## src/design/sba_pkg.sv

```systemverilog
package sba_pkg;

    localparam int NUM_SLOTS   = 256;
    localparam int INDEX_REACH = 256;
    localparam int ACTIVE_MAX  = (NUM_SLOTS < INDEX_REACH) ? NUM_SLOTS : INDEX_REACH;

    localparam int WORD_W    = 32;
    localparam int BIT_W     = $clog2(WORD_W);
    localparam int NUM_WORDS = (ACTIVE_MAX + WORD_W - 1) / WORD_W;
    localparam int WADDR_W   = (NUM_WORDS > 1) ? $clog2(NUM_WORDS) : 1;

    localparam int OP_W     = 2;
    localparam int IDX_W    = 8;
    localparam int CNT_W    = 9;
    localparam int STATUS_W = 2;

    localparam logic [CNT_W-1:0] CNT_RESET = CNT_W'(256);

    typedef enum logic [OP_W-1:0] {
        OP_ALLOC   = 2'd0,
        OP_RELEASE = 2'd1,
        OP_TEST    = 2'd2,
        OP_SCAN    = 2'd3
    } op_t;

    typedef enum logic [STATUS_W-1:0] {
        ST_OK    = 2'd0,
        ST_NONE  = 2'd1,
        ST_RANGE = 2'd2
    } status_t;

    typedef enum logic [1:0] {
        S_IDLE,
        S_RUN,
        S_DONE
    } state_t;

    typedef struct packed {
        logic              found;
        logic [BIT_W-1:0]  bit_pos;
        logic [WORD_W-1:0] set_word;
    } eval_t;

endpackage

```

## src/design/sba_ram.sv

```systemverilog
module sba_ram #(
    parameter int WIDTH = 32,
    parameter int DEPTH = 8
) (
    input  logic                                   clk,
    input  logic                                   we,
    input  logic [((DEPTH > 1) ? $clog2(DEPTH) : 1)-1:0] waddr,
    input  logic [WIDTH-1:0]                       wdata,
    input  logic [((DEPTH > 1) ? $clog2(DEPTH) : 1)-1:0] raddr,
    output logic [WIDTH-1:0]                       rdata
);

    logic [WIDTH-1:0] mem [DEPTH];

    always_ff @(posedge clk)
    begin
        if (we)
        begin
            mem[waddr] <= wdata;
        end
        rdata <= mem[raddr];
    end

endmodule

```

## src/design/sba_word_eval.sv

```systemverilog
module sba_word_eval (
    input  logic [sba_pkg::WORD_W-1:0]  word_data,
    input  logic [sba_pkg::WADDR_W-1:0] word_index,
    input  logic                        find_free,
    input  logic [sba_pkg::BIT_W-1:0]   start_bit,
    input  logic [sba_pkg::CNT_W-1:0]   count,
    output sba_pkg::eval_t              eval
);

    logic [sba_pkg::WORD_W-1:0] limit_mask;
    logic [sba_pkg::WORD_W-1:0] start_mask;
    logic [sba_pkg::WORD_W-1:0] cand;
    logic [sba_pkg::CNT_W-1:0]  slot;
    logic [sba_pkg::BIT_W-1:0]  pos;

    always_comb
    begin
        for (int b = 0; b < sba_pkg::WORD_W; b++)
        begin
            slot = (sba_pkg::CNT_W'(word_index) << sba_pkg::BIT_W)
                   | sba_pkg::CNT_W'(b);
            limit_mask[b] = (slot < count);
            start_mask[b] = (sba_pkg::BIT_W'(b) >= start_bit);
        end

        // allocate looks for a zero, scan for a one
        if (find_free)
        begin
            cand = ~word_data & limit_mask;
        end
        else
        begin
            cand = word_data & limit_mask & start_mask;
        end

        pos = '0;
        for (int b = sba_pkg::WORD_W - 1; b >= 0; b--)
        begin
            if (cand[b])
            begin
                pos = sba_pkg::BIT_W'(b);
            end
        end

        eval.found    = |cand;
        eval.bit_pos  = pos;
        eval.set_word = word_data | (sba_pkg::WORD_W'(1) << pos);
    end

endmodule

```

## src/design/slot_bitmap_allocator.sv

```systemverilog
// flow: an out-of-range beat goes straight to S_DONE, a release or test passes S_RUN,
// and an allocate or scan stays in S_RUN while it walks words; S_DONE waits for a free
// output register, then sets out_valid. One request at a time; the walk reads one
// 32-bit bitmap word per cycle through the single read port of the bitmap ram
// reset: rst_n clears control, sets the slot count to 256 and clears per-word valid flags,
// so the bitmap reads as all free at once with no clearing pass
module slot_bitmap_allocator (
    input  logic                          clk,
    input  logic                          rst_n,
    input  logic                          in_valid,
    output logic                          in_ready,
    input  logic [sba_pkg::OP_W-1:0]      operation,
    input  logic [sba_pkg::IDX_W-1:0]     slot_index,
    output logic                          out_valid,
    input  logic                          out_ready,
    output logic [sba_pkg::STATUS_W-1:0]  status,
    output logic [sba_pkg::IDX_W-1:0]     slot_result,
    output logic                          is_set,
    input  logic                          cfg_valid,
    output logic                          cfg_ready,
    input  logic [sba_pkg::CNT_W-1:0]     slots_in_use
);

    sba_pkg::state_t state_reg, state_next;
    sba_pkg::op_t    op_reg, op_next;
    logic [sba_pkg::IDX_W-1:0]   idx_reg, idx_next;
    logic [sba_pkg::WADDR_W-1:0] word_reg, word_next;
    logic                        first_reg, first_next;
    logic [sba_pkg::CNT_W-1:0]   cfg_reg;
    logic [sba_pkg::NUM_WORDS-1:0] valid_reg, valid_next;

    sba_pkg::status_t           res_status_reg, res_status_next;
    logic [sba_pkg::IDX_W-1:0]  res_slot_reg, res_slot_next;
    logic                       res_set_reg, res_set_next;

    logic                       out_valid_reg;
    sba_pkg::status_t           out_status_reg;
    logic [sba_pkg::IDX_W-1:0]  out_slot_reg;
    logic                       out_set_reg;
    logic                       out_load;

    logic [sba_pkg::CNT_W-1:0]   count;
    logic [sba_pkg::WADDR_W-1:0] last_word;
    logic [sba_pkg::BIT_W-1:0]   idx_bit;
    logic [sba_pkg::BIT_W-1:0]   start_bit;
    logic [sba_pkg::WORD_W-1:0]  word_data;
    logic [sba_pkg::WORD_W-1:0]  ram_rdata;
    logic [sba_pkg::WORD_W-1:0]  ram_wdata;
    logic [sba_pkg::WADDR_W-1:0] ram_raddr;
    logic                        ram_we;
    logic [sba_pkg::IDX_W-1:0]   found_slot;
    logic                        in_beat;
    sba_pkg::op_t                in_op;
    sba_pkg::eval_t              eval;

    assign count = (cfg_reg > sba_pkg::CNT_W'(sba_pkg::ACTIVE_MAX))
                   ? sba_pkg::CNT_W'(sba_pkg::ACTIVE_MAX) : cfg_reg;
    assign last_word  = sba_pkg::WADDR_W'((count - sba_pkg::CNT_W'(1)) >> sba_pkg::BIT_W);
    assign idx_bit    = idx_reg[sba_pkg::BIT_W-1:0];
    assign start_bit  = first_reg ? idx_bit : '0;
    assign word_data  = valid_reg[word_reg] ? ram_rdata : '0;
    assign found_slot = sba_pkg::IDX_W'((sba_pkg::CNT_W'(word_reg) << sba_pkg::BIT_W)
                                        | sba_pkg::CNT_W'(eval.bit_pos));
    assign in_ready   = (state_reg == sba_pkg::S_IDLE);
    assign in_beat    = in_valid && in_ready;
    assign in_op      = sba_pkg::op_t'(operation);
    assign cfg_ready  = 1'b1;

    sba_ram #(
        .WIDTH(sba_pkg::WORD_W),
        .DEPTH(sba_pkg::NUM_WORDS)
    ) u_bitmap (
        .clk  (clk),
        .we   (ram_we),
        .waddr(word_reg),
        .wdata(ram_wdata),
        .raddr(ram_raddr),
        .rdata(ram_rdata)
    );

    sba_word_eval u_eval (
        .word_data (word_data),
        .word_index(word_reg),
        .find_free (op_reg == sba_pkg::OP_ALLOC),
        .start_bit (start_bit),
        .count     (count),
        .eval      (eval)
    );

    always_comb
    begin
        state_next      = state_reg;
        op_next         = op_reg;
        idx_next        = idx_reg;
        word_next       = word_reg;
        first_next      = first_reg;
        valid_next      = valid_reg;
        res_status_next = res_status_reg;
        res_slot_next   = res_slot_reg;
        res_set_next    = res_set_reg;
        ram_we          = 1'b0;
        ram_wdata       = word_data;
        ram_raddr       = word_reg + sba_pkg::WADDR_W'(1);
        out_load        = 1'b0;

        case (state_reg)
            sba_pkg::S_IDLE:
            begin
                if (in_beat)
                begin
                    op_next         = in_op;
                    idx_next        = slot_index;
                    first_next      = 1'b1;
                    res_status_next = sba_pkg::ST_OK;
                    res_slot_next   = '0;
                    res_set_next    = 1'b0;
                    if (in_op == sba_pkg::OP_ALLOC)
                    begin
                        word_next = '0;
                    end
                    else
                    begin
                        word_next = sba_pkg::WADDR_W'(slot_index >> sba_pkg::BIT_W);
                    end
                    ram_raddr = word_next;
                    if (in_op == sba_pkg::OP_ALLOC && count == '0)
                    begin
                        res_status_next = sba_pkg::ST_NONE;
                        state_next      = sba_pkg::S_DONE;
                    end
                    else if (in_op != sba_pkg::OP_ALLOC
                             && sba_pkg::CNT_W'(slot_index) >= count)
                    begin
                        res_status_next = sba_pkg::ST_RANGE;
                        state_next      = sba_pkg::S_DONE;
                    end
                    else
                    begin
                        state_next = sba_pkg::S_RUN;
                    end
                end
            end

            sba_pkg::S_RUN:
            begin
                first_next = 1'b0;
                case (op_reg)
                    sba_pkg::OP_RELEASE:
                    begin
                        ram_we               = 1'b1;
                        ram_wdata            = word_data & ~(sba_pkg::WORD_W'(1) << idx_bit);
                        valid_next[word_reg] = 1'b1;
                        state_next           = sba_pkg::S_DONE;
                    end
                    sba_pkg::OP_TEST:
                    begin
                        res_set_next = word_data[idx_bit];
                        state_next   = sba_pkg::S_DONE;
                    end
                    default:
                    begin
                        if (eval.found)
                        begin
                            res_slot_next = found_slot;
                            state_next    = sba_pkg::S_DONE;
                            if (op_reg == sba_pkg::OP_ALLOC)
                            begin
                                ram_we               = 1'b1;
                                ram_wdata            = eval.set_word;
                                valid_next[word_reg] = 1'b1;
                            end
                        end
                        else if (word_reg == last_word)
                        begin
                            res_status_next = sba_pkg::ST_NONE;
                            state_next      = sba_pkg::S_DONE;
                        end
                        else
                        begin
                            word_next = word_reg + sba_pkg::WADDR_W'(1);
                        end
                    end
                endcase
            end

            sba_pkg::S_DONE:
            begin
                if (!out_valid_reg || out_ready)
                begin
                    out_load   = 1'b1;
                    state_next = sba_pkg::S_IDLE;
                end
            end

            default:
            begin
                state_next = sba_pkg::S_IDLE;
            end
        endcase
    end

    always_ff @(posedge clk or negedge rst_n)
    begin
        if (!rst_n)
        begin
            state_reg     <= sba_pkg::S_IDLE;
            valid_reg     <= '0;
            cfg_reg       <= sba_pkg::CNT_RESET;
            out_valid_reg <= 1'b0;
        end
        else
        begin
            state_reg <= state_next;
            valid_reg <= valid_next;
            if (cfg_valid && cfg_ready)
            begin
                cfg_reg <= slots_in_use;
            end
            if (out_load)
            begin
                out_valid_reg <= 1'b1;
            end
            else if (out_ready)
            begin
                out_valid_reg <= 1'b0;
            end
        end
    end

    always_ff @(posedge clk)
    begin
        op_reg         <= op_next;
        idx_reg        <= idx_next;
        word_reg       <= word_next;
        first_reg      <= first_next;
        res_status_reg <= res_status_next;
        res_slot_reg   <= res_slot_next;
        res_set_reg    <= res_set_next;
        if (out_load)
        begin
            out_status_reg <= res_status_reg;
            out_slot_reg   <= res_slot_reg;
            out_set_reg    <= res_set_reg;
        end
    end

    assign out_valid   = out_valid_reg;
    assign status      = out_status_reg;
    assign slot_result = out_slot_reg;
    assign is_set      = out_set_reg;

endmodule
```

## config.mk

```make
export PLATFORM = sky130hd
export DESIGN_NAME = slot_bitmap_allocator
export DESIGN_NICKNAME = d
export VERILOG_FILES = /design/src/design/sba_pkg.sv /design/src/design/sba_ram.sv /design/src/design/sba_word_eval.sv /design/src/design/slot_bitmap_allocator.sv
export SDC_FILE = /design/constraint.sdc
export NUM_CORES = 1
export LEC_CHECK = 0
export ABC_CLOCK_PERIOD_IN_PS = 7300
export CAP_MARGIN = 10
export CORE_MARGIN = 4
export CORE_UTILIZATION = 60
export CTS_BUF_LIST = sky130_fd_sc_hd__clkbuf_8
export DETAILED_ROUTE_END_ITERATION = 12
export DONT_BUFFER_PORTS = 1
export PLACE_DENSITY_LB_ADDON = 0.2
export SETUP_SLACK_MARGIN = 0.1
export SYNTH_ARGS = -nofsm -noshare
export SYNTH_HDL_FRONTEND = slang
export SYNTH_SLANG_ARGS = --single-unit
```

## constraint.sdc

```tcl
create_clock -name clk -period 7.3 [get_ports clk]
set_clock_uncertainty 0.2 [all_clocks]
set_input_delay 1.46 -clock clk [delete_from_list [all_inputs] [get_ports clk]]
set_output_delay 1.46 -clock clk [all_outputs]
set_load 0.1 [all_outputs]
```

Yosys cells after proc, flatten, opt, wreduce, memory -nomap -nowiden

Memory sizes are Yosys's and may differ from the RTL's. A register that Yosys moved wholly into a read port is not among the register bits.
Index checks and enable logic that the tools add are counted.
W data, S select, Z words.

Add/sub/neg operators: 2
Multipliers: 0
Div/mod/pow operators: 0
$lt $le $gt $ge: 69
Equality and inequality tests: 14
Shifts and indexed selects: 2
Mux-type cells: 91
Bitwise logic cells: 10
Reductions and logical operators: 25

Operators by type and width:

| cell                   | count |
|---|---|
| $lt A8 B9 Y1           | 32 |
| $mux W5                | 33 |
| $mux W32               | 5 |
| $and A32 B32 Y32       | 4 |
| $ge A5 B5 Y1 const A   | 16 |
| $not A32 Y32           | 2 |
| $pmux W32 S2           | 1 |
| $shl A1 B5 Y32 const A | 2 |
| $ge A4 B5 Y1 const A   | 8 |
| $mux W8                | 5 |
| $or A32 B32 Y32        | 1 |
| $pmux W8 S2            | 2 |
| $reduce_or A32 Y1      | 1 |
| $mux W2                | 13 |
| $mux W3                | 7 |
| $ge A3 B5 Y1 const A   | 4 |
| $mux W1                | 15 |
| $ne A2 B2 Y1 const B   | 7 |
| $ge A1 B5 Y1 const A   | 2 |
| $ge A2 B5 Y1 const A   | 2 |
| $reduce_and A5 Y1      | 2 |
| $reduce_bool A2 Y1     | 5 |
| $ge A8 B9 Y1           | 1 |
| $gt A9 B9 Y1 const B   | 1 |
| 30 further kinds       | 42 |

Bits in registers: 53
Bits in latches: 0
Memory bits (writable): 256
Bits in read-only memories: 0
Input bits: 24
Memories: 1

Memories:

| name         | depth | bits a word | rd ports | clocked after memory_dff | wr ports | line          | source |
|---|---|---|---|---|---|---|---|
| u_bitmap.mem | 8     | 32          | 1        | 1                        | 1        | sba_ram.sv:13 | `logic [WIDTH-1:0] mem [DEPTH];` |

Logic depth before layout (Yosys ltp)

Gate-level depths: netlist of run 1.

Depth after elaboration: 44
Gate-level depth with buffers: 17
Mapped depth without buffers: 14

Modules after synthesis

A second synthesis of run 1 with hierarchy kept.

Cell total of the unflattened synthesis: 1247
Area total of the unflattened synthesis: 16847.4 µm²

Modules (own cells, without submodules):

| module                | times used | cells each | area an instance (µm²) | seq. area each (µm²) |
|---|---|---|---|---|
| sba_ram               | 1          | 415        | 10466.3                | 8328.0 |
| slot_bitmap_allocator | 1          | 460        | 3958.8                 | 1492.7 |
| sba_word_eval         | 1          | 372        | 2422.3                 | 0.0 |

Worst setup path before layout of run 1

OpenSTA, ideal clock, no wires.

Kind: register to register
Start point: register cfg_reg[8] (netlist bit)
End point: memory u_bitmap.mem[0][0], enable pin
Arrival: 4.375 ns
Path slack: 2.304 ns
Cell stages (with the launch flop): 17
Path buffers: 3
Period minus slack after synthesis: 4.996 ns
Cells stage by stage: dfstp_2 > buf_2 > clkbuf_1 > nor2b_1 > inv_1 > ha_1 > a21oi_1 > o22ai_1 > clkbuf_1 > nor2_1 > o31ai_1 > o2bb2ai_1 > nor4_1 > nand4b_1 > a31oi_1 > nand2b_1 > nor2_1

Cells in the longest elaborated chain, start to end: 12
Elaborated cells on any way between the ends: 44
Classes of those cells: order compare: 33; mux: 7; bitwise: 3; reduce/logical: 1

Ends and longest elaborated chain:

| item                              | line                         | source |
|---|---|---|
| from (decl)                       | slot_bitmap_allocator.sv:29  | `logic [sba_pkg::CNT_W-1:0] cfg_reg;` |
| from (signal assigned)            | slot_bitmap_allocator.sv:208 | `cfg_reg <= sba_pkg::CNT_RESET;` |
| from (signal assigned)            | slot_bitmap_allocator.sv:217 | `cfg_reg <= slots_in_use;` |
| $gt A9 B9 Y1                      | slot_bitmap_allocator.sv:56  | `assign count = (cfg_reg > sba_pkg::CNT_W'(sba_pkg::ACTIVE_MAX))` |
| $mux W9 (*)                       | slot_bitmap_allocator.sv:57  | `? sba_pkg::CNT_W'(sba_pkg::ACTIVE_MAX) : cfg_reg;` |
| $lt A8 B9 Y1                      | sba_word_eval.sv:22          | `limit_mask[b] = (slot < count);` |
| $and A32 B32 Y32 (2 in a row)     | sba_word_eval.sv:33          | `cand = word_data & limit_mask & start_mask;` |
| $mux W32 (*)                      | sba_word_eval.sv:27          | `if (find_free)` |
| $reduce_or A32 Y1 (*)             | sba_word_eval.sv:45          | `eval.found = \|cand;` |
| $mux W1 (*)                       | slot_bitmap_allocator.sv:162 | `if (eval.found)` |
| $pmux W1 S2 (*)                   | slot_bitmap_allocator.sv:147 | `case (op_reg)` |
| $mux W1 (*)                       | slot_bitmap_allocator.sv:106 | `case (state_reg)` |
| $mux W1 (*)                       | sba_ram.sv:17                | `if (we)` |
| $mux W1 (implied by the code) (*) | sba_ram.sv:19                | `mem[waddr] <= wdata;` |
| to (decl)                         | sba_ram.sv:13                |  |

Every way passes the cells marked *; elsewhere a longest branch is shown, timed or not.

Worst setup path after layout of run 1

Start point: register cfg_reg[8] (netlist bit)
End point: memory u_bitmap.mem[5][5] (data pin)

Cells in the longest elaborated chain, start to end: 44
Elaborated cells on any way between the ends: 77
Classes of those cells: order compare: 33; shift: 1; mux: 38; bitwise: 4; reduce/logical: 1

Ends and longest elaborated chain:

| item                          | line                         | source |
|---|---|---|
| $gt A9 B9 Y1                  | slot_bitmap_allocator.sv:56  |  |
| $mux W9 (*)                   | slot_bitmap_allocator.sv:57  |  |
| $lt A8 B9 Y1                  | sba_word_eval.sv:22          |  |
| $and A32 B32 Y32 (2 in a row) | sba_word_eval.sv:33          |  |
| $mux W32 (*)                  | sba_word_eval.sv:27          |  |
| $mux W5 (32 in a row)         | sba_word_eval.sv:39          | `if (cand[b])` |
| $shl A1 B5 Y32                | sba_word_eval.sv:47          | `eval.set_word = word_data \| (sba_pkg::WORD_W'(1) << pos);` |
| $or A32 B32 Y32               | sba_word_eval.sv:47          |  |
| $mux W32                      | slot_bitmap_allocator.sv:166 | `if (op_reg == sba_pkg::OP_ALLOC)` |
| $mux W32 (*)                  | slot_bitmap_allocator.sv:162 |  |
| $pmux W32 S2 (*)              | slot_bitmap_allocator.sv:147 |  |
| $mux W32 (*)                  | slot_bitmap_allocator.sv:106 |  |
| net ram_wdata, one bit        | slot_bitmap_allocator.sv:48  | `logic [sba_pkg::WORD_W-1:0] ram_wdata;` |

The timed path passes the listed nets; every way through them passes the cells marked *.

==> flow_metrics.env, run 1 <==
export IMPL_peakVddDrop_uv=241
export IMPL_crit_reg2reg_launch="cfg_reg[8]"
export IMPL_worst_hold_path_endpoint="slot_result[2]"
export IMPL_yosysWarnings=0
export IMPL_hp_class="flip-flop to flip-flop"
export IMPL_pin_count=38
export IMPL_clk_pin_slew_worst_paths_ns=0.06
export IMPL_drt_wirelength_per_cell_um=25.5
export IMPL_vias=10100
export IMPL_postPlaceCellArea_um2=16400
export IMPL_grt_ovfl_total=0
export IMPL_antenna_found_initial=0
export IMPL_syn_area_per_cell_um2=14.2
export IMPL_clockBufferDepth=3
export IMPL_dr_pass1_iters=6
export IMPL_holdPathStages=0
export IMPL_track_usage_pct=26.3
export IMPL_worst_ep_arrival_time_ns=5.96
export IMPL_die_w_um=172
export IMPL_syn_to_final_growth_pct=8.49
export IMPL_r2r_end="u_bitmap.mem[5][5]"
export IMPL_routed_wirelength_um=38400
export IMPL_post_route_util_pct=66.4
export IMPL_drv_slew=0
export IMPL_most_common_layout_cells="289 x edfxtp_1, 74 x mux4_2, 66 x o21ai_0, 58 x nand2_1, 54 x clkbuf_8"
export IMPL_finish_net_count=1167
export IMPL_drc=0
export IMPL_cp_max_fo=21
export IMPL_p_per_area_nw_per_um2=419
export IMPL_grt_pass1_wl_um=58500
export IMPL_start_kind="flip-flop"
export IMPL_io_buffers=0
export IMPL_synthArstFlopShare_pct=5.87
export IMPL_hpwlAfterDp_um=24700
export IMPL_pre_cts_ws_ns=1.55
export IMPL_tightestPinTransition_ns=1.21
export IMPL_hold_violations=0
export IMPL_cts_repair_resized=0
export IMPL_fp_coreArea_um2=26200
export IMPL_endpoint_kind="flip-flop"
export IMPL_fin_crit_ns=5.94
export IMPL_worst_slack_ns=1.36
export IMPL_cts_tree="yes"
export IMPL_ant_nets=0
export IMPL_rsz0062_at_grt="no"
export IMPL_synth_area_um2=16000
export IMPL_hold_start="res_slot_reg[2]"
export IMPL_grt_max_degree=61
export IMPL_critPathRequiredTime_ns=7.31
export IMPL_setup_tns_final_ns=0
export IMPL_rows=59
export IMPL_die_y_um=172
export IMPL_cts_max_level=2
export IMPL_antenna_cells=0
export IMPL_reg2regPathDepth=11
export IMPL_drtIter0Drc=1420
export IMPL_synthDistinctLibCells=85
export IMPL_clk_latency_ns=0.61
export IMPL_cts_hold_buf=0
export IMPL_ys_ff_latch=341
export IMPL_cts_sinks=341
export IMPL_r2r_slack_ns=1.36
export IMPL_relSlewSlack_pct=19.0
export IMPL_drive_gt1_share_pct=22.8
export IMPL_grt_pass1_vias=9674
export IMPL_syn_inst=1127
export IMPL_numCtsBuffers=53
export IMPL_cts_setup_buffers=0
export IMPL_start_util_pct=61.2
export IMPL_setup_violations=0
export IMPL_leakage_nw=5.97
export IMPL_critPathKind="flip-flop to flip-flop"
export IMPL_viasPerCell=6.73
export IMPL_seq_area_frac_synth_pct=61.2
export IMPL_synth_fp_nets=1167
export IMPL_largest_reg_flops=256
export IMPL_synth_edf_count=289
export IMPL_finalCritPeriodShare_pct=81.4
export IMPL_fmax_mhz=168
export IMPL_root_buffer="clkbuf_8"
export IMPL_final_area_um2=17400
export IMPL_final_common_cell="edfxtp_1"
export IMPL_status="finished clean"
export IMPL_die_area_um2=29400
export IMPL_max_cap_violations=0
export IMPL_synth_ff_type="edfxtp_1"
export IMPL_gp_congestion=1.02
==> critical path: stages, from the launching register on <==
cell and delay [ns]:
dfstp_2 0.46, nor2b_1 0.40, inv_1 0.12, ha_1 0.35, a21oi_1 0.21, a2bb2oi_1 0.68
nand2_1 0.27, o211a_1 0.29, a2111oi_0 0.79, a21oi_1 0.23, o211ai_1 1.00, o21ai_1 0.52
==> how the worst max path moves through the flow <==
| stage | depth (start not counted) | to | start |
|---|---|---|---|
| floorplan | 16 | u_bitmap.mem[0][0] | cfg_reg[8] |
| global placement | 11 | u_bitmap.mem[3][5] | cfg_reg[8] |
| detailed placement | 11 | u_bitmap.mem[6][25] | cfg_reg[8] |
| CTS | 11 | u_bitmap.mem[3][25] | cfg_reg[8] |
| global route | 14 | u_bitmap.mem[6][25] | cfg_reg[8] |
| finish | 11 | u_bitmap.mem[5][5] | cfg_reg[8] |
==> power breakdown <==
group          total (mW)  switching, mW  internal (mW)
registers            2.94          0.348           2.59
clock network        1.52          0.747          0.770
logic                2.83           1.73           1.10
total                7.28           2.82           4.46
==> per-layer routing <==
metal / GRT usage (%) / vias up / routed length [um]
li1: - / 4447 / -
met1: 38.9 / 5063 / 16100
met2: 40.7 / 543 / 17900
met3: 4.21 / 93 / 3210
met4: 8.41 / 0 / 1220
met5: 0 / - / 0
==> through the flow <==
step,instances,total power [mW],hold slack [ns]
floorplan,1127,4.95,0.200
global placement,1406,5.72,0.203
detailed placement,1406,5.73,0.205
CTS,1506,7.26,0.220
global route,1507,7.62,0.229
finish,1507,7.28,0.220
==> cells by family after synthesis <==
| group | count (synthesis) | synth area share (%) |
|---|---|---|
| xor+xnor | 4 | 0.218 |
| flops | 341 | 61.2 |
| fa+ha+maj | 16 | 1.25 |
| compound gates | 298 | 12.2 |
| other cells | 1 | 0.0234 |
| buf+inv | 90 | 2.47 |
| mux | 143 | 15.1 |
| simple gates | 234 | 7.48 |
==> area by class of cell <==
class	count	area, um2
Sequential cell	341	9820
Fill cell	1820	8800
Multi-Input combinational cell	696	5930
Clock buffer	54	743
Tap cell	335	419
Clock inverter	46	275
Timing Repair Buffer	17	153
Inverter	18	67.6
==> cells in the mapped netlist, drive strengths merged (8+ instances only) <==
| cell type | instances | area [um2] |
|---|---|---|
| or2 | 14 | 87.6 |
| nor2 | 54 | 213 |
| nand2b | 17 | 106 |
| inv | 18 | 67.6 |
| o21bai | 19 | 158 |
| mux2i | 19 | 190 |
| o21ai | 110 | 573 |
| nor3 | 9 | 45.0 |
| edfxtp | 289 | 8680 |
| nor2b | 12 | 75.1 |
| nand3 | 19 | 95.1 |
| dfxtp | 32 | 641 |
| o211ai | 17 | 133 |
| a211oi | 8 | 60.1 |
| ha | 16 | 200 |
| or3 | 8 | 50.1 |
| a21o | 24 | 180 |
| a21oi | 55 | 275 |
| mux4 | 74 | 1670 |
| buf | 25 | 153 |
| mux2 | 50 | 571 |
| nand2 | 59 | 224 |
| clkbuf | 47 | 176 |
| a31oi | 9 | 56.3 |
| and2 | 11 | 71.3 |
| dfrtp | 19 | 475 |
No activity file was read; power rests on OpenSTA's default activity.
==> run 2: changes to the inputs <==
- ABC_CLOCK_PERIOD_IN_PS: 7300 -> 5000
- clock period: 7.3 -> 5 ns (I/O delays scaled with it)
==> run 2 against run 1 <==
Maximum frequency is 23% higher. Critical path type unchanged. Clock-buffer cell count up 2. Flip-flop and latch count stayed put.
==> flow_metrics.env, run 2 (same netlist as run 1, synthesis figures left out) <==
export IMPL_fp_coreArea_um2=26200
export IMPL_clk_pin_slew_worst_paths_ns=0.06
export IMPL_ant_nets=0
export IMPL_dr_pass1_iters=6
export IMPL_grt_ovfl_total=0
export IMPL_start_kind="flip-flop"
export IMPL_antenna_cells=0
export IMPL_seq_power_share_pct=38.3
export IMPL_status="finished clean"
export IMPL_pre_cts_ws_ns=0.159
export IMPL_cts_sinks=341
export IMPL_reg2regPathDepth=11
export IMPL_grt_max_degree=57
export IMPL_largest_reg_flops=256
export IMPL_clockBufferDepth=3
export IMPL_clkPwrFrac_pct=19.8
export IMPL_cts_max_level=2
export IMPL_r2r_slack_ns=0.18
export IMPL_leakage_nw=6.33
export IMPL_cp_max_fo=13
export IMPL_hp_class="primary input to async pin"
export IMPL_worst_slack_ns=0.180
export IMPL_relSlewSlack_pct=30.2
export IMPL_io_buffers=0
export IMPL_viasPerCell=6.66
export IMPL_vias=10400
export IMPL_setup_violations=0
export IMPL_switching_share_pct=38.3
export IMPL_drv_slew=0
export IMPL_antenna_found_initial=0
export IMPL_pin_count=38
export IMPL_internal_power_mw=6.85
export IMPL_die_area_um2=29400
export IMPL_setup_tns_final_ns=0
export IMPL_numCtsBuffers=52
export IMPL_tightestPinTransition_ns=1.04
export IMPL_cts_tree="yes"
export IMPL_worst_ep_arrival_time_ns=4.92
export IMPL_p_per_area_nw_per_um2=615
export IMPL_r2r_end="u_bitmap.mem[4][16]"
export IMPL_finalCritPeriodShare_pct=96.4
export IMPL_crit_chain="mux2i_2 > o2bb2ai_4 > o21ai_1 > mux2_1 > a222oi_1 > buf_4 > nand4b_1 > o211ai_1 > a21o_1 > nand2b_1 > o21ai_1"
export IMPL_p_switching_mw=4.25
export IMPL_peakVddDrop_uv=371
export IMPL_fmax_mhz=207
export IMPL_drt_wirelength_per_cell_um=25.9
export IMPL_finish_net_count=1231
export IMPL_cpMostUsedCell="o21ai_1"
export IMPL_rsz0062_at_grt="no"
export IMPL_crit_start="word_reg[2]"
export IMPL_clk_latency_ns=0.59
export IMPL_crit_slowest_cell="mux2i_2"
export IMPL_routed_wirelength_um=40600
export IMPL_hold_violations=0
export IMPL_rows=59
export IMPL_crit_reg2reg_launch="word_reg[2]"
export IMPL_power_frac_comb_pct=41.9
export IMPL_die_y_um=172
export IMPL_max_cap_violations=0
export IMPL_hpwlAfterDp_um=26800
export IMPL_multi_input_area_um2=6000
export IMPL_drc=0
export IMPL_fin_crit_ns=4.82
export IMPL_start_util_pct=61.2
export IMPL_critPathKind="flip-flop to flip-flop"
export IMPL_cp_slowest_stage_delay_ns=0.57
export IMPL_fill_cells=1830
export IMPL_grt_pass1_wl_um=60300
export IMPL_track_usage_pct=27.3
export IMPL_root_buffer="clkbuf_8"
export IMPL_most_common_layout_cells="289 x edfxtp_1, 74 x mux4_2, 69 x buf_4, 66 x o21ai_0, 58 x nand2_1"
export IMPL_endpoint="u_bitmap.mem[4][16]"
export IMPL_gp_congestion=1.03
export IMPL_ff_latch_area_um2=9820
export IMPL_critPathRequiredTime_ns=5.10
export IMPL_drtIter0Drc=1512
export IMPL_syn_to_final_growth_pct=12.4
export IMPL_endpoint_kind="flip-flop"
export IMPL_grt_pass1_vias=10100
export IMPL_final_common_cell="edfxtp_1"
export IMPL_die_w_um=172
export IMPL_drive_gt1_share_pct=27.1
## run 2: worst min path at each step
stage | endpoint | slack (ns) | depth (start not counted)
global placement | slot_result[5] | 0.20 | 0
CTS | cfg_reg[8] | 0.04 | 0
floorplan | is_set | 0.20 | 0
global route | cfg_reg[8] | 0.05 | 0
detailed placement | slot_result[5] | 0.20 | 0
finish | cfg_reg[8] | 0.05 | 0
## run 2: metrics by stage
stage	instance area (um2)	power (mW)	util, %	hold WS [ns]	cells
floorplan	16000	7.23	-	0.200	1127
global placement	16900	8.71	64.6	0.200	1467
detailed placement	16900	8.72	64.6	0.205	1467
CTS	18000	10.9	68.5	0.0437	1565
global route	18000	11.6	68.8	0.0455	1569
finish	18000	11.1	68.8	0.0524	1569
## run 2: area by class of cell
type                       count  area share (%)
clock buffer                  56            4.27
clock inverter                41            1.30
sequential                   341            54.4
timing repair buffer          80            4.04
multi-input combinational    698            33.2
tap                          335            2.32
inverter                      18           0.375
## run 2: routing by layer
layer / part of all wire [%] / GRT usage, %
met5: 0 / 0
met4: 3.4 / 8.85
met3: 8.6 / 3.98
met2: 47 / 43.1
met1: 41 / 39.7
## run 2: repair_timing
action,in CTS,in global routing
hold buffers,1,0
endpoints found under the setup margin,0,390
buffers inserted,0,2
endpoints found under the hold margin,19,0
gates resized for setup,0,10
## run 2: worst max-delay path: cells and delay by family, from the launching register on
| family | cells | cell delay [ns] |
|---|---|---|
| simple gates | 2 | 0.31 |
| compound gates | 6 | 2.29 |
| buf+inv | 1 | 0.20 |
| flops | 1 | 0.56 |
| mux | 2 | 0.96 |
## run 2: power groups by stage
stage	sequential [mW]	clock, mW	combinational [mW]
after global placement	4.29	0	4.41
after floorplan	4.13	0	3.09
after detailed placement	4.30	0	4.43
after global routing	4.28	2.39	4.96
final	4.25	2.19	4.65
after CTS	4.24	2.23	4.46
==> run 3: changes to the inputs <==
- ABC_AREA: unset -> 1
==> run 3 against run 2 <==
Design area rose by 1.0%. Worst hold slack improved by 0.0035 ns. Clock power fell by 3%. Maximum frequency rose by 3.1%. Critical path depth rose by 34. Synthesized cell count rose by 37%. Cell count rose by 27%. Worst setup slack improved by 0.14 ns. Register-to-register slack improved by 0.14 ns. Critical path type unchanged. Largest cell class unchanged. Highest routed layer unchanged.
==> flow_metrics.env, run 3 <==
export IMPL_status="finished clean"
export IMPL_instances_no_fill=1999
export IMPL_synthArstFlopShare_pct=5.87
export IMPL_drive_gt1_share_pct=18.0
export IMPL_relSlewSlack_pct=37.0
export IMPL_routed_wirelength_um=43800
export IMPL_finalCritPeriodShare_pct=93.5
export IMPL_critPathRequiredTime_ns=5.11
export IMPL_die_w_um=171
export IMPL_clk_pin_slew_worst_paths_ns=0.06
export IMPL_grt_max_degree=89
export IMPL_cts_tree="yes"
export IMPL_peakVddDrop_uv=499
export IMPL_drt_wirelength_per_cell_um=21.9
export IMPL_ant_nets=0
export IMPL_crit_reg2reg_launch="cfg_reg[7]"
export IMPL_fin_crit_ns=4.68
export IMPL_pin_count=38
export IMPL_largest_reg_flops=256
export IMPL_synth_most_common_cell="edfxtp_1"
export IMPL_numCtsBuffers=53
export IMPL_root_buffer="clkbuf_8"
export IMPL_reg2regPathDepth=45
export IMPL_hold_violations=0
export IMPL_start_util_pct=61.0
export IMPL_r2r_end="u_bitmap.mem[2][18]"
export IMPL_start_kind="flip-flop"
export IMPL_met3_usage_pct=5.43
export IMPL_worst_slack_ns=0.325
export IMPL_antenna_cells=0
export IMPL_gp_congestion=1.08
export IMPL_leakage_nw=6.87
export IMPL_vias=12200
export IMPL_dr_pass1_iters=6
export IMPL_finish_net_count=1660
export IMPL_rsz0062_at_grt="yes"
export IMPL_max_cap_violations=0
export IMPL_die_y_um=171
export IMPL_synthDistinctLibCells=53
export IMPL_cts_max_level=2
export IMPL_setup_violations=0
export IMPL_grt_pass1_wl_um=66300
export IMPL_tightestPinTransition_ns=0.942
export IMPL_cpMostUsedCell="nand2_1"
export IMPL_viasPerCell=6.13
export IMPL_fmax_mhz=214
export IMPL_yosysTopAreaCell="edfxtp_1"
export IMPL_track_usage_pct=29.6
export IMPL_post_route_util_pct=69.9
export IMPL_syn_to_final_growth_pct=14.5
export IMPL_met1_usage_pct=40.9
export IMPL_ys_ff_latch=341
export IMPL_cp_slowest_stage_delay_ns=0.42
export IMPL_busiest_layer="met2"
export IMPL_hp_class="primary input to async pin"
export IMPL_endpoint_kind="flip-flop"
export IMPL_drc=0
export IMPL_grt_ovfl_total=0
export IMPL_clockBufferDepth=3
export IMPL_syn_area_per_cell_um2=10.3
export IMPL_syn_inst=1540
export IMPL_worst_ep_arrival_time_ns=4.79
export IMPL_synth_edf_count=289
export IMPL_synth_top_cell_area_share_pct=54.6
export IMPL_die_area_um2=29200
export IMPL_drv_slew=0
export IMPL_met2_usage_pct=47.0
export IMPL_antenna_found_initial=0
export IMPL_drtIter0Drc=1566
export IMPL_seq_area_frac_synth_pct=61.7
export IMPL_cp_max_fo=8
export IMPL_final_common_cell="edfxtp_1"
export IMPL_r2r_slack_ns=0.32
export IMPL_synth_ff_type="edfxtp_1"
export IMPL_synth_fp_nets=1580
export IMPL_clk_latency_ns=0.58
export IMPL_hpwlAfterDp_um=27600
export IMPL_synth_area_um2=15900
export IMPL_p_per_area_nw_per_um2=689
export IMPL_netlist_top_cells_area="edfxtp_1 55%, o21ai_0 6.5%, nor2_1 5.5%"
export IMPL_most_common_layout_cells="289 x edfxtp_1, 217 x nor2_1, 200 x o21ai_0, 191 x nand2_1, 114 x inv_1"
export IMPL_rows=59
export IMPL_critPathKind="flip-flop to flip-flop"
export IMPL_fp_coreArea_um2=26100
export IMPL_pre_cts_ws_ns=0.00706
export IMPL_grt_pass1_vias=11700
export IMPL_io_buffers=0
export IMPL_yosysWarnings=0
export IMPL_crit_start="cfg_reg[7]"
export IMPL_dp_cells=1874
export IMPL_fill_cells=1984
export IMPL_cts_sinks=341
export IMPL_synth_commonest_cells="289 x edfxtp_1, 234 x nor2_1, 210 x nand2_1"
export IMPL_crit_slowest_cell="dfrtp_1"
-- run 3: cell types whose count changed after synthesis, moves of 17 or more --
cell,before,now
mux2i_1,19,0
o21ai_1,37,3
clkbuf_1,47,64
nand3_1,19,44
o21ai_0,67,207
inv_1,18,97
nand2_1,58,210
o22ai_1,7,70
mux4_2,74,0
nor2_1,52,234
nand2b_1,17,0
a21oi_1,55,36
a21o_1,24,0
-- run 3: kinds of logic after synthesis --
kind of cell | count (synthesis) | synth area share (%)
flops | 341 | 61.7
buf+inv | 189 | 4.77
xor+xnor | 6 | 0.330
fa+ha+maj | 16 | 1.26
mux | 35 | 2.48
simple gates | 543 | 14.3
compound gates | 409 | 15.1
other cells | 1 | 0.0236
-- run 3: power breakdown --
group	internal [mW]	leakage (nW)	switching, mW	total, mW
Sequential	3.89	3.18	0.392	4.28
Combinational	2.12	3.11	4.04	6.16
Clock	1.07	0.578	1.04	2.12
-- run 3: final cells by class --
type	instances	area [um2]	share of cell area (%)
Timing Repair Buffer	105	941	5.16
Clock buffer	58	798	4.38
Inverter	109	418	2.29
Sequential cell	341	9820	53.9
Clock inverter	41	183	1.00
Multi-Input combinational cell	1010	5640	31.0
Tap cell	335	419	2.30
-- run 3: how the worst max path moves through the flow --
stage                     depth (start not counted)  slack, ns                  end
final                                            45       0.32  u_bitmap.mem[2][18]
after global routing                             47      -0.04  u_bitmap.mem[3][28]
after CTS                                        45       0.11  u_bitmap.mem[0][29]
after detailed placement                         44      0.007   u_bitmap.mem[5][2]
after global placement                           43       0.13  u_bitmap.mem[7][15]
after floorplan                                  20       0.24   u_bitmap.mem[0][0]
-- run 3: per-stage QoR --
step	hold WS (ns)	cell area [um2]	setup TNS, ns	total power [mW]
after floorplan	0.200	15900	0	8.09
after global placement	0.203	16800	0	9.95
after detailed placement	0.214	16800	0	10.0
after CTS	0.0420	17800	0	12.2
after global routing	0.0449	18200	-0.536	13.3
final	0.0559	18200	0	12.6
-- run 3: what timing repair did --
action | CTS | global route
endpoints found under the hold margin | 19 | 0
hold buffers | 1 | 0
endpoints found under the setup margin | 24 | 534
gates resized for setup | 4 | 55
pin swaps | 0 | 15
setup buffers | 0 | 25
-- run 3: per-layer routing --
metal  vias to the layer above  wire length, um
li1                       5679                -
met2                       610            20100
met3                       130             3950
met4                         0             1880
met5                         -                0
met1                      5825            17800
-- run 3: critical path: cells and delay by family (launching register included) --
kind                     cells  cell delay [ns]
AND/OR/NAND/NOR             37             2.73
buffers and inverters        5             0.57
flip-flops                   1             0.42
adder cells (fa/ha/maj)      1             0.27
AO/OA/AOI/OAI                2             0.24
